--- src/rtl/core/rau_pkg.sv ---
// Package for the rational arithmetic unit: operation codes, status codes,
// sequencer states and shared widths. No dependencies.
package rau_pkg;

	localparam int WIDE_W = 64;

	typedef enum logic [2:0] {
		FUNC_ADD = 3'd0,
		FUNC_SUB = 3'd1,
		FUNC_MUL = 3'd2,
		FUNC_DIV = 3'd3,
		FUNC_EQ  = 3'd4
	} func_t;

	typedef enum logic [1:0] {
		ST_OK   = 2'd0,
		ST_DIV0 = 2'd1,
		ST_OVF  = 2'd2
	} status_t;

	typedef enum logic [3:0] {
		S_IDLE,
		S_MUL1,
		S_MUL2,
		S_COMB,
		S_GSTRIP,
		S_GLOOP,
		S_DIVN,
		S_DIVD,
		S_DONE
	} state_t;

	typedef struct packed {
		logic start;
		logic busy;
	} div_ctl_t;

endpackage

--- src/rtl/core/rau_div.sv ---
// Restoring divider, one quotient bit a cycle, for exact 64-bit division.
// Depends on rau_pkg for the shared width and the control struct.
module rau_div (
	input  logic                          clk,
	input  logic                          arst_n,
	input  logic                          start,
	input  logic [rau_pkg::WIDE_W-1:0]    dividend,
	input  logic [rau_pkg::WIDE_W-1:0]    divisor,
	output rau_pkg::div_ctl_t             ctl,
	output logic [rau_pkg::WIDE_W-1:0]    quotient
);
	localparam int CW = $clog2(rau_pkg::WIDE_W + 1);

	logic [rau_pkg::WIDE_W-1:0] rem_q, quo_q, dvs_q;
	logic [CW-1:0]              cnt_q;
	logic [rau_pkg::WIDE_W:0]   trial;
	logic [rau_pkg::WIDE_W:0]   shifted;

	assign shifted = {rem_q, quo_q[rau_pkg::WIDE_W-1]};
	assign trial   = shifted - {1'b0, dvs_q};

	always_ff @(posedge clk or negedge arst_n) begin
		if (!arst_n) begin
			cnt_q <= '0;
		end else if (start) begin
			cnt_q <= CW'(rau_pkg::WIDE_W);
		end else if (cnt_q != '0) begin
			cnt_q <= cnt_q - 1'b1;
		end
	end

	always_ff @(posedge clk) begin
		if (start) begin
			rem_q <= '0;
			quo_q <= dividend;
			dvs_q <= divisor;
		end else if (cnt_q != '0) begin
			if (!trial[rau_pkg::WIDE_W]) begin
				rem_q <= trial[rau_pkg::WIDE_W-1:0];
				quo_q <= {quo_q[rau_pkg::WIDE_W-2:0], 1'b1};
			end else begin
				rem_q <= shifted[rau_pkg::WIDE_W-1:0];
				quo_q <= {quo_q[rau_pkg::WIDE_W-2:0], 1'b0};
			end
		end
	end

	assign ctl.start = start;
	assign ctl.busy  = (cnt_q != '0);
	assign quotient  = quo_q;
endmodule

--- config.mk ---
export PLATFORM = sky130hd
export DESIGN_NAME = rau_div
export DESIGN_NICKNAME = d
export VERILOG_FILES = /design/src/rtl/core/rau_pkg.sv /design/src/rtl/core/rau_div.sv
export SDC_FILE = /design/constraint.sdc
export NUM_CORES = 1
export LEC_CHECK = 0
export BUFFER_PORTS_ARGS = -buffer_cell sky130_fd_sc_hd__clkbuf_2
export CAP_MARGIN = 20
export CORE_ASPECT_RATIO = 0.9
export CORE_UTILIZATION = 25
export CTS_CLUSTER_SIZE = 8
export DETAILED_ROUTE_END_ITERATION = 8
export HOLD_SLACK_MARGIN = 0.12
export SLEW_MARGIN = 25
export SYNTH_ARGS = -nofsm -noshare
export SYNTH_HDL_FRONTEND = slang
export SYNTH_SLANG_ARGS = --single-unit
--- constraint.sdc ---
create_clock -name clk -period 4.12 [get_ports clk]
set_clock_uncertainty 0.2 [all_clocks]
set_input_delay 0.412 -clock clk [delete_from_list [all_inputs] [get_ports clk]]
set_output_delay 0.412 -clock clk [all_outputs]
set_load 0.1 [all_outputs]
; Word level (Yosys, flattened, before mapping)
; Index checks and enable logic that the tools add are counted.
[classes]
n_reduce_logical = 2
add_sub_neg = 2
n_mux = 6
[op_table]
columns = cell, n
row1 = 64-bit 2-to-1 mux, 3
row2 = 65-bit by 64-bit subtractor with 65-bit output, 1
row3 = 7-bit 2-to-1 mux, 2
row4 = 7-bit nonzero test, 1
row5 = "7-bit by 1-bit subtractor with 7-bit output, second input constant", 1
row6 = 2-bit nonzero test, 1
row7 = 1-bit 2-to-1 mux, 1
[word_totals]
register_bits = 199
word_cells = 14

; Longest topological paths before layout
; Gate-level depths: netlist (run 1).
[logic_depth]
depth_word = 4
mapped_depth = 15
ltp_nobuf = 13

; Least setup slack after synthesis (run 1)
; No wires, ideal clock.
[synth_path]
path_type = register -> register
startpoint = reg quo_q (netlist bit quotient[63])
endpoint = reg rem_q[18] (netlist bit)
required_time_ns = 3.832
synth_period_minus_slack_ns = 3.980
path_stages_with_launch = 16
arrival_ns = 3.692
slack_ns = 0.140
cell_sequence = edfxtp_1 inv_1 ha_1 fa_1 nor2b_1 o31a_1 o31ai_4 o211ai_2 a31o_1 a21oi_2 o311ai_2 and3_4 buf_6 buf_6 nand2_2 a311oi_2
[synth_between]
elab_chain_cells = 2
[synth_lines]
columns = element, line_no
row1 = "start, declared", rau_div.sv:14  ; logic [rau_pkg::WIDE_W-1:0] rem_q, quo_q, dvs_q;
row2 = "start signal, assigned", rau_div.sv:35  ; quo_q <= dividend;
row3 = "start signal, assigned", rau_div.sv:40  ; quo_q <= {quo_q[rau_pkg::WIDE_W-2:0], 1'b1};
row4 = "start signal, assigned", rau_div.sv:43  ; quo_q <= {quo_q[rau_pkg::WIDE_W-2:0], 1'b0};
row5 = 65-bit by 64-bit subtractor with 65-bit output, rau_div.sv:20  ; assign trial = shifted - {1'b0, dvs_q};
row6 = 64-bit 2-to-1 mux, rau_div.sv:38  ; if (!trial[rau_pkg::WIDE_W]) begin
row7 = "end signal, assigned", rau_div.sv:39  ; rem_q <= trial[rau_pkg::WIDE_W-1:0];
row8 = "end signal, assigned", rau_div.sv:42  ; rem_q <= shifted[rau_pkg::WIDE_W-1:0];
row9 = "end, declared", rau_div.sv:14
; Every way passes these cells.
; A chain may end at the register's enable or synchronous reset.

; Final worst setup path (run 1)
[layout_path]
startpoint = reg quo_q (netlist bit quotient[63])
endpoint = reg rem_q[22] (netlist bit)
; The elaborated chain is that of the path after synthesis.

==> impl_metrics.ini, run 1 <==
[critical_path]
crit_chain = inv_1 > ha_1 > fa_1 > nor2b_1 > o31a_1 > o31ai_4 > o211ai_2 > a31o_1 > a21oi_2 > o311ai_2 > and3_4 > buf_4 > mux2i_1 > a211oi_1
r2r_end = rem_q[22]$_SDFFE_PP0P_
worstSetupPathType = reg2reg
path_buf_inv = 2
crit_fanout = 16
startpoint_type = flop
end_kind = flop
crit_slowest_cell = and3_4
cpLargestDelayFamily = compound AO/OA/AOI/OAI gates
worst_ep_arrival_time_ns = 3.98
cp-endpoint = rem_q[22]$_SDFFE_PP0P_
reg2regPathDepth = 14
cp_slowest_stage_delay_ns = 0.43
crit_start = quotient[63]$_DFFE_PP_
reg2reg_from = quotient[63]$_DFFE_PP_
path_depth = 14
reg2reg_slack_ns = 0.27
required_ns = 4.25

[cells_and_area]
layout_common_cells = clkbuf_2, nand2_1, dlygate4sd3_1, edfxtp_1, nor2_1
drive_gt1_share_pct = 22.06
nFillCells = 4930
syn_to_final_growth_pct = 29.12
final_common_cell = clkbuf_2
nets = 1739
final_cells = 2180

[power]
power_density_nw_per_um2 = 479.4
power_switching_w = 0.003230
power_leakage_nw = 6.698
netSwitchingFraction_pct = 43.20
combPwrFrac_pct = 41.2
clkPwrFrac_pct = 23.0
internal-power_w = 0.004246
seqPwrFrac_pct = 35.8
ir_worst_vdd_mv = 0.5101

[timing]
setup_slack_ns = 0.2722
relSlewSlack_pct = 47.15
rsz0062_at_grt = false
worst_slew_pin_slew_ns = 0.7927
setup_viol = 0
post-route-period-util_pct = 93.39
drv_slew = 0
min_period_ns = 3.848
max_freq_ghz = 0.2599
hold_violations = 0
tns_ns = 0

[clock_tree]
cts_resized = 0
numCtsBuffers = 17
insertion_delay_ns = 0.48
clockBufferDepth = 2
clkTransAtPathRegs_ns = 0.08
cts_sinks = 199
cts_tree = yes
cts_htree_levels = 4
cts_root_buf = clkbuf_16
post_cts_buffers = 0

[global_routing]
grt_max_degree = 65
grtUsageTotal_pct = 13.88
grt_pass1_wl_um = 53860
antenna_found_initial = 1
grt_pass1_vias = 10160
overflow = 0

[detailed_routing]
drt-total-wl_um = 33480
drc_errors = 6
vias_per_cell = 4.733
drt-initial-drc-count = 667
firstDrtPassIters = 9
wl_per_cell_um = 15.36
vias = 10320
ant_nets = 0

[min_path]
hold_path_class = in2reg

[run_status]
violations = DRC
status = complete, but fails checks

[logic_synthesis]
ys_async_sr_fraction_pct = 3.518
synth_nets = 1447
synth_seq_cells = 199
synthCells = 1250
syn_area_um2 = 12080
ys.flop_type = edfxtp_1
avgSynthCellArea_um2 = 9.661
synth-edff-count = 128
synth_cell_types = 70
ys_warn_count = 0
ys_seq_area_share_pct = 43.89

[die]
ios = 197
die_w_um = 233.7
start_util_pct = 25.30
die-area_um2 = 49190
fp.dieH_um = 210.5
fp.coreArea_um2 = 47740
rows = 76

[flow_run]
drv_cap = 0

[placement]
dp_hpwl_um = 24250
dp.cells = 2018
gp_congestion = 0.8818
port-buffer-count = 196
pre_cts_ws_ns = 0.2380
## power groups by stage
stage | combinational [W] | sequential (W) | clock [W]
3_5_place_dp | 0.00295 | 0.00271 | 0
2_1_floorplan | 0.00152 | 0.00356 | 0
5_1_grt | 0.00333 | 0.00272 | 0.00186
3_3_place_gp | 0.00294 | 0.00270 | 0
6_report | 0.00308 | 0.00267 | 0.00172
4_1_cts | 0.00307 | 0.00267 | 0.00180
## routing by layer
| metal | vias up | track usage, % | wire, um |
|---|---|---|---|
| li1 | 5141 | - | - |
| met1 | 4912 | 18.47 | 15810 |
| met2 | 232 | 22.00 | 15510 |
| met3 | 32 | 3.314 | 1490 |
| met4 | 0 | 4.478 | 663 |
| met5 | - | 0 | 0 |
## logic make-up after synthesis
group	after synthesis	synth area share [%]
AO/OA/AOI/OAI	333	19.23
flip-flops	199	43.89
multiplexers	70	6.455
adder cells (fa/ha/maj)	66	6.900
XOR/XNOR	56	4.061
buffers and inverters	159	5.574
AND/OR/NAND/NOR	367	13.89
## cell usage after synthesis, types with 4 or more instances
master	count	share of area [%]
nor2b_1	5	0.26
nor3_1	16	0.66
nand3_1	18	0.75
buf_6	5	0.47
a311oi_1	29	2.1
buf_2	19	0.79
dfxtp_1	64	11
a21o_1	37	2.3
xor2_1	23	1.7
o21a_1	11	0.68
mux2_2	63	5.9
a31oi_1	9	0.47
nor2_1	107	3.3
edfxtp_1	128	32
inv_1	92	2.9
o21ai_0	50	2.1
o21bai_1	11	0.68
ha_1	65	6.7
o21ai_1	9	0.37
nand4_1	23	1.2
and3_1	15	0.78
mux2i_1	7	0.58
nand2_2	11	0.57
nand2_1	139	4.3
a311oi_2	12	1.5
a21oi_1	93	3.9
a41oi_1	6	0.44
o31ai_1	6	0.37
clkbuf_1	37	1.1
xnor2_1	33	2.4
dfrtp_1	7	1.5
a21boi_0	8	0.50
and2_1	8	0.41
a211oi_1	18	1.1
buf_4	4	0.25
nand2b_1	7	0.36
## worst min path at each step
| stage | endpoint | start | cells after the start | slack (ns) |
|---|---|---|---|---|
| floorplan | cnt_q[0]$_DFFE_PN0P_ | arst_n | 0 | -0.08 |
| global placement | cnt_q[4]$_DFFE_PN0P_ | arst_n | 1 | 0.06 |
| detailed placement | cnt_q[4]$_DFFE_PN0P_ | arst_n | 1 | 0.06 |
| CTS | dvs_q[15]$_DFFE_PP_ | start | 1 | 0.25 |
| global route | dvs_q[15]$_DFFE_PP_ | start | 1 | 0.27 |
| finish | dvs_q[15]$_DFFE_PP_ | start | 1 | 0.27 |
## sequential cells by signal, summed over array words and instances, names as in the netlist
register  count
rem_q        64
cnt_q         7
dvs_q        64
quotient     64
## cell type report
cell class | instances | area (um2) | area share [%]
multi-input combinational | 892 | 6111 | 39.19
clock buffer | 17 | 425.4 | 2.728
timing repair buffer | 340 | 2449 | 15.70
antenna | 1 | 2.502 | 0.01605
tap | 624 | 780.7 | 5.007
sequential | 199 | 5300 | 33.99
inverter | 92 | 346.6 | 2.223
clock inverter | 15 | 178.9 | 1.147
## repair_timing
item / 4_1_cts / 5_1_grt
endpoints found under the hold margin: 135 / 0
setup endpoints to repair: 0 / 7
hold buffers: 130 / 0
## per-stage QoR
stage / hold WS [ns] / instance area (um2) / total power (W) / utilization (%)
4_1_cts: 0.2468 / 15600 / 0.007542 / 32.68
3_3_place_gp: 0.05652 / 13690 / 0.005640 / 28.69
5_1_grt: 0.2727 / 15590 / 0.007913 / 32.67
3_5_place_dp: 0.05958 / 13690 / 0.005665 / 28.69
6_report: 0.2663 / 15590 / 0.007476 / 32.67
2_1_floorplan: -0.08359 / 12080 / 0.005081 / -
Power figures use the tool's default switching activity.
==> run 2: changes to the inputs <==
CORE_UTILIZATION = 50   (was 25)
PLACE_DENSITY = 0.72   (was unset)
==> run 2 against run 1 <==
The flow still finishes with violations (DRC); design area is 2.5% lower; count of clock-buffer cells in the layout stayed put; global-route usage is 11 points higher.
==> impl_metrics.ini, run 2 (synthesis gave the netlist of run 1 again) <==
[clock_tree]
insertion_delay_ns = 0.46
cts_resized = 0
cts_htree_levels = 4
cts_tree = yes
clkTransAtPathRegs_ns = 0.09
numCtsBuffers = 17
cts_sinks = 199
cts_root_buf = clkbuf_16
clockBufferDepth = 2

[placement]
port-buffer-count = 196
dp_hpwl_um = 21060
gp_congestion = 0.9319
dp.cells = 1694

[detailed_routing]
wl_per_cell_um = 16.67
vias_per_cell = 5.591
ant_nets = 0
drt-initial-drc-count = 889
drt-total-wl_um = 30930
vias = 10370
firstDrtPassIters = 7
drc_errors = 10

[cells_and_area]
multi_input_area_um2 = 6113
drive_gt1_share_pct = 22.15
final_cells = 1855
nets = 1737
layout.area.seq_um2 = 5300
final_common_cell = clkbuf_2
num_antenna_cells = 0
nFillCells = 1871
post-route-util_pct = 64.55
syn_to_final_growth_pct = 25.84
layout_common_cells = clkbuf_2, nand2_1, dlygate4sd3_1, edfxtp_1, nor2_1

[power]
ir_worst_vdd_mv = 0.3735
power_density_nw_per_um2 = 498.3
power_leakage_nw = 6.691

[die]
fp.coreArea_um2 = 23540
die-area_um2 = 24780
rows = 53
fp.dieH_um = 149.4
ios = 197
die_w_um = 165.8
start_util_pct = 51.30

[timing]
timing.hold.ws_ns = 0.1340
max_freq_ghz = 0.2600
hold_violations = 0
relSlewSlack_pct = 45.88
worst_slew_pin_slew_ns = 0.8119
rsz0062_at_grt = false
tns_ns = 0
drv_slew = 0
setup_viol = 0
min_period_ns = 3.847
post-route-period-util_pct = 93.36

[critical_path]
cp_slowest_stage_delay_ns = 0.40
end_kind = flop
crit_chain = inv_1 > ha_1 > fa_1 > nor2b_1 > o31a_1 > o31ai_4 > o211ai_2 > a31o_1 > a21oi_2 > o311ai_2 > and3_4 > buf_4 > nand2_1 > a311oi_1
cpLargestDelayFamily = compound AO/OA/AOI/OAI gates
worst_ep_arrival_time_ns = 4.00
startpoint_type = flop
worstSetupPathType = reg2reg
path_buf_inv = 2
crit_fanout = 16
required_ns = 4.27
crit_slowest_cell = fa_1

[global_routing]
grt_pass1_wl_um = 50250
grtUsageTotal_pct = 25.23
antenna_found_initial = 0
grt_pass1_vias = 10210
overflow = 0
grt_max_degree = 109

[flow_run]
drv_cap = 0

[run_status]
status = complete, but fails checks
violations = DRC

[min_path]
hold_path_class = in2async
[run 2: cell count changes in the layout (fill, tap and decap cells not counted), sizes merged]
cell         previous run  this run
diode                   1         0
dlygate4sd3           130       129
buf                    15        14
clkinv                  9         7
inv                    98       100
[run 2: final cells by class]
| class | instances | share of cell area, % |
|---|---|---|
| Clock buffer | 17 | 2.799 |
| Clock inverter | 15 | 1.531 |
| Inverter | 92 | 2.281 |
| Multi-Input combinational cell | 892 | 40.23 |
| Sequential cell | 199 | 34.88 |
| Tap cell | 302 | 2.486 |
| Timing Repair Buffer | 338 | 15.80 |
[run 2: layer usage]
layer,GRT usage (%),wire (um),vias up
met5,0,0,-
met4,8.458,605,0
met3,4.417,1645,47
met2,43.26,14900,335
met1,32.42,13780,4851
li1,-,-,5138
[run 2: final timing paths]
check	from	depth (start not counted)	slack, ns	to
worst max-delay path	quotient[63]$_DFFE_PP_	14	0.27	rem_q[3]$_SDFFE_PP0P_
worst min-delay path	arst_n	2	0.13	cnt_q[5]$_DFFE_PN0P_
worst max register to register	quotient[63]$_DFFE_PP_	14	0.27	rem_q[3]$_SDFFE_PP0P_
worst min register to register	rem_q[47]$_SDFFE_PP0P_	2	0.30	rem_q[48]$_SDFFE_PP0P_
max in group asynchronous	arst_n	2	3.42	cnt_q[0]$_DFFE_PN0P_
min in group clk	rem_q[47]$_SDFFE_PP0P_	2	0.30	rem_q[48]$_SDFFE_PP0P_
[run 2: repair_timing]
action / in CTS / in global routing
hold endpoints to repair: 135 / 0
hold buffers: 129 / 0
buffers inserted: 0 / 0
[run 2: power breakdown]
part | internal [W] | total, W | switching, W
clock | 0.000868 | 0.00183 | 0.000964
combinational | 0.000943 | 0.00306 | 0.00212
sequential | 0.00248 | 0.00268 | 0.000207
[run 2: per-stage QoR]
stage | worst slack, ns | cell area (um2) | power (W)
2_1_floorplan | 0.1400 | 12080 | 0.005081
3_3_place_gp | 0.4403 | 13250 | 0.005579
3_5_place_dp | 0.2826 | 13250 | 0.005625
4_1_cts | 0.2564 | 15200 | 0.007563
5_1_grt | 0.01788 | 15200 | 0.007955
6_report | 0.2734 | 15200 | 0.007573
==> run 3: changes to the inputs <==
ABC_AREA = 1   (was unset)
CORE_UTILIZATION = 59   (was 50)
PLACE_DENSITY = 0.81   (was 0.72)
==> run 3 against run 2 <==
The run now ends clean; via count is 54% higher; wire length grew 65%; clock power is 4% lower; setup slack gained 0.24 ns; synthesized area rose by 22%; critical endpoint is now ctl[0].
==> impl_metrics.ini, run 3 <==
[critical_path]
required_ns = 3.51
crit_fanout = 36
crit_start = cnt_q[0]$_DFFE_PN0P_
worstSetupPathType = reg2out
reg2reg_from = quotient[63]$_DFFE_PP_
startpoint_type = flop
reg2reg_slack_ns = 0.81
worst_ep_arrival_time_ns = 2.99
end_kind = output pin

[die]
rows = 54
start_util_pct = 60.48
fp.coreArea_um2 = 24460
die-area_um2 = 25710
die_w_um = 168.9
ios = 197
fp.dieH_um = 152.2

[power]
power_density_nw_per_um2 = 456.1
seqPwrFrac_pct = 32.6
power_leakage_nw = 10.47
combPwrFrac_pct = 45.9
netSwitchingFraction_pct = 47.48
ir_worst_vdd_mv = 0.4045
power_switching_w = 0.003869
internal-power_w = 0.004281
clkPwrFrac_pct = 21.4

[detailed_routing]
drt-initial-drc-count = 2026
firstDrtPassIters = 6
drt-total-wl_um = 51050
vias = 16020
ant_nets = 0
drc_errors = 0
wl_per_cell_um = 17.18
vias_per_cell = 5.393

[logic_synthesis]
synth_cell_types = 39
synthXorXnorAreaFrac_pct = 1.362
synth_commonest_cells = nand2_1, inv_1, nor2_1
synth.most_common_cell = nand2_1
synth_top_area_cell = edfxtp_1
avgSynthCellArea_um2 = 6.362
ys_warn_count = 0
synthMuxAreaShare_pct = 0
synth_seq_cells = 199
synth_nets = 2522
synthTopCellsByArea = edfxtp_1, nand2_1, inv_1
synth_compound_area_share_pct = 2.673
ys.flop_type = edfxtp_1
synthCells = 2325
synth_top_cell_area_share_pct = 25.99
syn_area_um2 = 14790
synth_fa_ha_area_share_pct = 5.634
ys_seq_area_share_pct = 35.83
synth_top_family_by_area = simple AND/OR/NAND/NOR gates
yosys.area_share.simple_pct = 41.03
synth-edff-count = 128
ys_async_sr_fraction_pct = 3.518

[global_routing]
antenna_found_initial = 0
grt_max_degree = 90
grt_pass1_vias = 15060
overflow = 0
grtUsageTotal_pct = 39.84
grt_pass1_wl_um = 79360

[clock_tree]
clockBufferDepth = 2
cts_sinks = 199
cts_root_buf = clkbuf_16
clkTransAtPathRegs_ns = 0.08
insertion_delay_ns = 0.47
cts_htree_levels = 4
cts_tree = yes
cts_resized = 0
numCtsBuffers = 17

[timing]
setup_slack_ns = 0.5133
relSlewSlack_pct = 40.73
max_freq_ghz = 0.2773
rsz0062_at_grt = false
min_period_ns = 3.607
post-route-period-util_pct = 87.54
drv_slew = 0
setup_viol = 0
worst_slew_pin_slew_ns = 0.8891
hold_violations = 0
tns_ns = 0

[placement]
gp_congestion = 1.025
pre_cts_ws_ns = 0.8759
dp_hpwl_um = 35690
port-buffer-count = 196

[flow_run]
drv_cap = 0

[min_path]
hold_path_class = in2async

[cells_and_area]
layout_common_cells = nand2_1, inv_1, nor2_1, clkbuf_2, nand3_1
nets = 2819
num_antenna_cells = 0
syn_to_final_growth_pct = 20.80
final_common_cell = nand2_1
drive_gt1_share_pct = 11.27

[run_status]
status = complete, no violations
## run 3: changes by cell type after synthesis, moves of 29 or more
cell,delta
nand3_1,+160
a311oi_1,-29
a21o_1,-37
mux2_2,-63
o21ai_0,-31
xnor2_1,-32
nand2_1,+806
a21oi_1,-42
inv_1,+346
nor2_1,+124
## run 3: cell type report
cell class,count,area [um2]
clock buffer,18,429.2
clock inverter,14,171.4
fill,1895,6590
inverter,452,1698
multi-input combinational,1619,7501
sequential,199,5300
tap,336,420.4
timing repair buffer,333,2349
## run 3: worst paths after layout
check / endpoint / cells past startpoint
worst min register to register: cnt_q[6]$_DFFE_PN0P_ / 2
worst min-delay path: cnt_q[6]$_DFFE_PN0P_ / 2
worst max-delay path: ctl[0] / 7
worst max register to register: rem_q[58]$_SDFFE_PP0P_ / 19
max in group asynchronous: cnt_q[1]$_DFFE_PN0P_ / 2
min in group clk: quotient[63]$_DFFE_PP_ / 3
## run 3: logic make-up after synthesis
| group | Yosys count |
|---|---|
| buffers and inverters | 507 |
| flip-flops | 199 |
| AO/OA/AOI/OAI | 75 |
| AND/OR/NAND/NOR | 1455 |
| XOR/XNOR | 23 |
| adder cells (fa/ha/maj) | 66 |
## run 3: power by group through the flow
stage	Sequential [W]	Clock (W)	Combinational, W
5_1_grt	0.00268	0.00182	0.00405
4_1_cts	0.00263	0.00174	0.00361
6_report	0.00266	0.00175	0.00374
3_5_place_dp	0.00267	0	0.00348
2_1_floorplan	0.00337	0	0.00200
3_3_place_gp	0.00265	0	0.00340
## run 3: metrics by stage
stage / instances / hold slack, ns / total power, W / cell area (um2) / util [%]
6_report: 2971 / 0.1352 / 0.008150 / 17870 / 73.06
5_1_grt: 2971 / 0.1455 / 0.008549 / 17870 / 73.06
4_1_cts: 2970 / 0.1206 / 0.007980 / 17860 / 73.02
3_5_place_dp: 2811 / 0.05960 / 0.006150 / 15990 / 65.36
3_3_place_gp: 2811 / 0.05317 / 0.006048 / 15990 / 65.36
2_1_floorplan: 2325 / -0.08359 / 0.005373 / 14790 / -
## run 3: worst max-delay path, cell delays in order (launching register included)
cell and delay [ns]:
dfrtp_1 0.37, inv_1 0.18, ha_1 0.28, nand4_1 0.16, nor2_1 0.50, clkinv_2 0.28, buf_4 0.32, clkbuf_2 0.43
## run 3: metal layers
layer	wire length (um)	global-route usage, %	vias to the layer above	share of wire, %
met5	0	0	-	0
met4	1612	12.81	0	3.2
met3	4620	7.870	141	9.1
met2	23370	65.31	952	46
met1	21450	52.76	7278	42
li1	-	-	7651	-
## run 3: timing repair
item                      CTS  global route
hold buffers              127             1
hold endpoints to repair  133             1
setup buffers               0             0
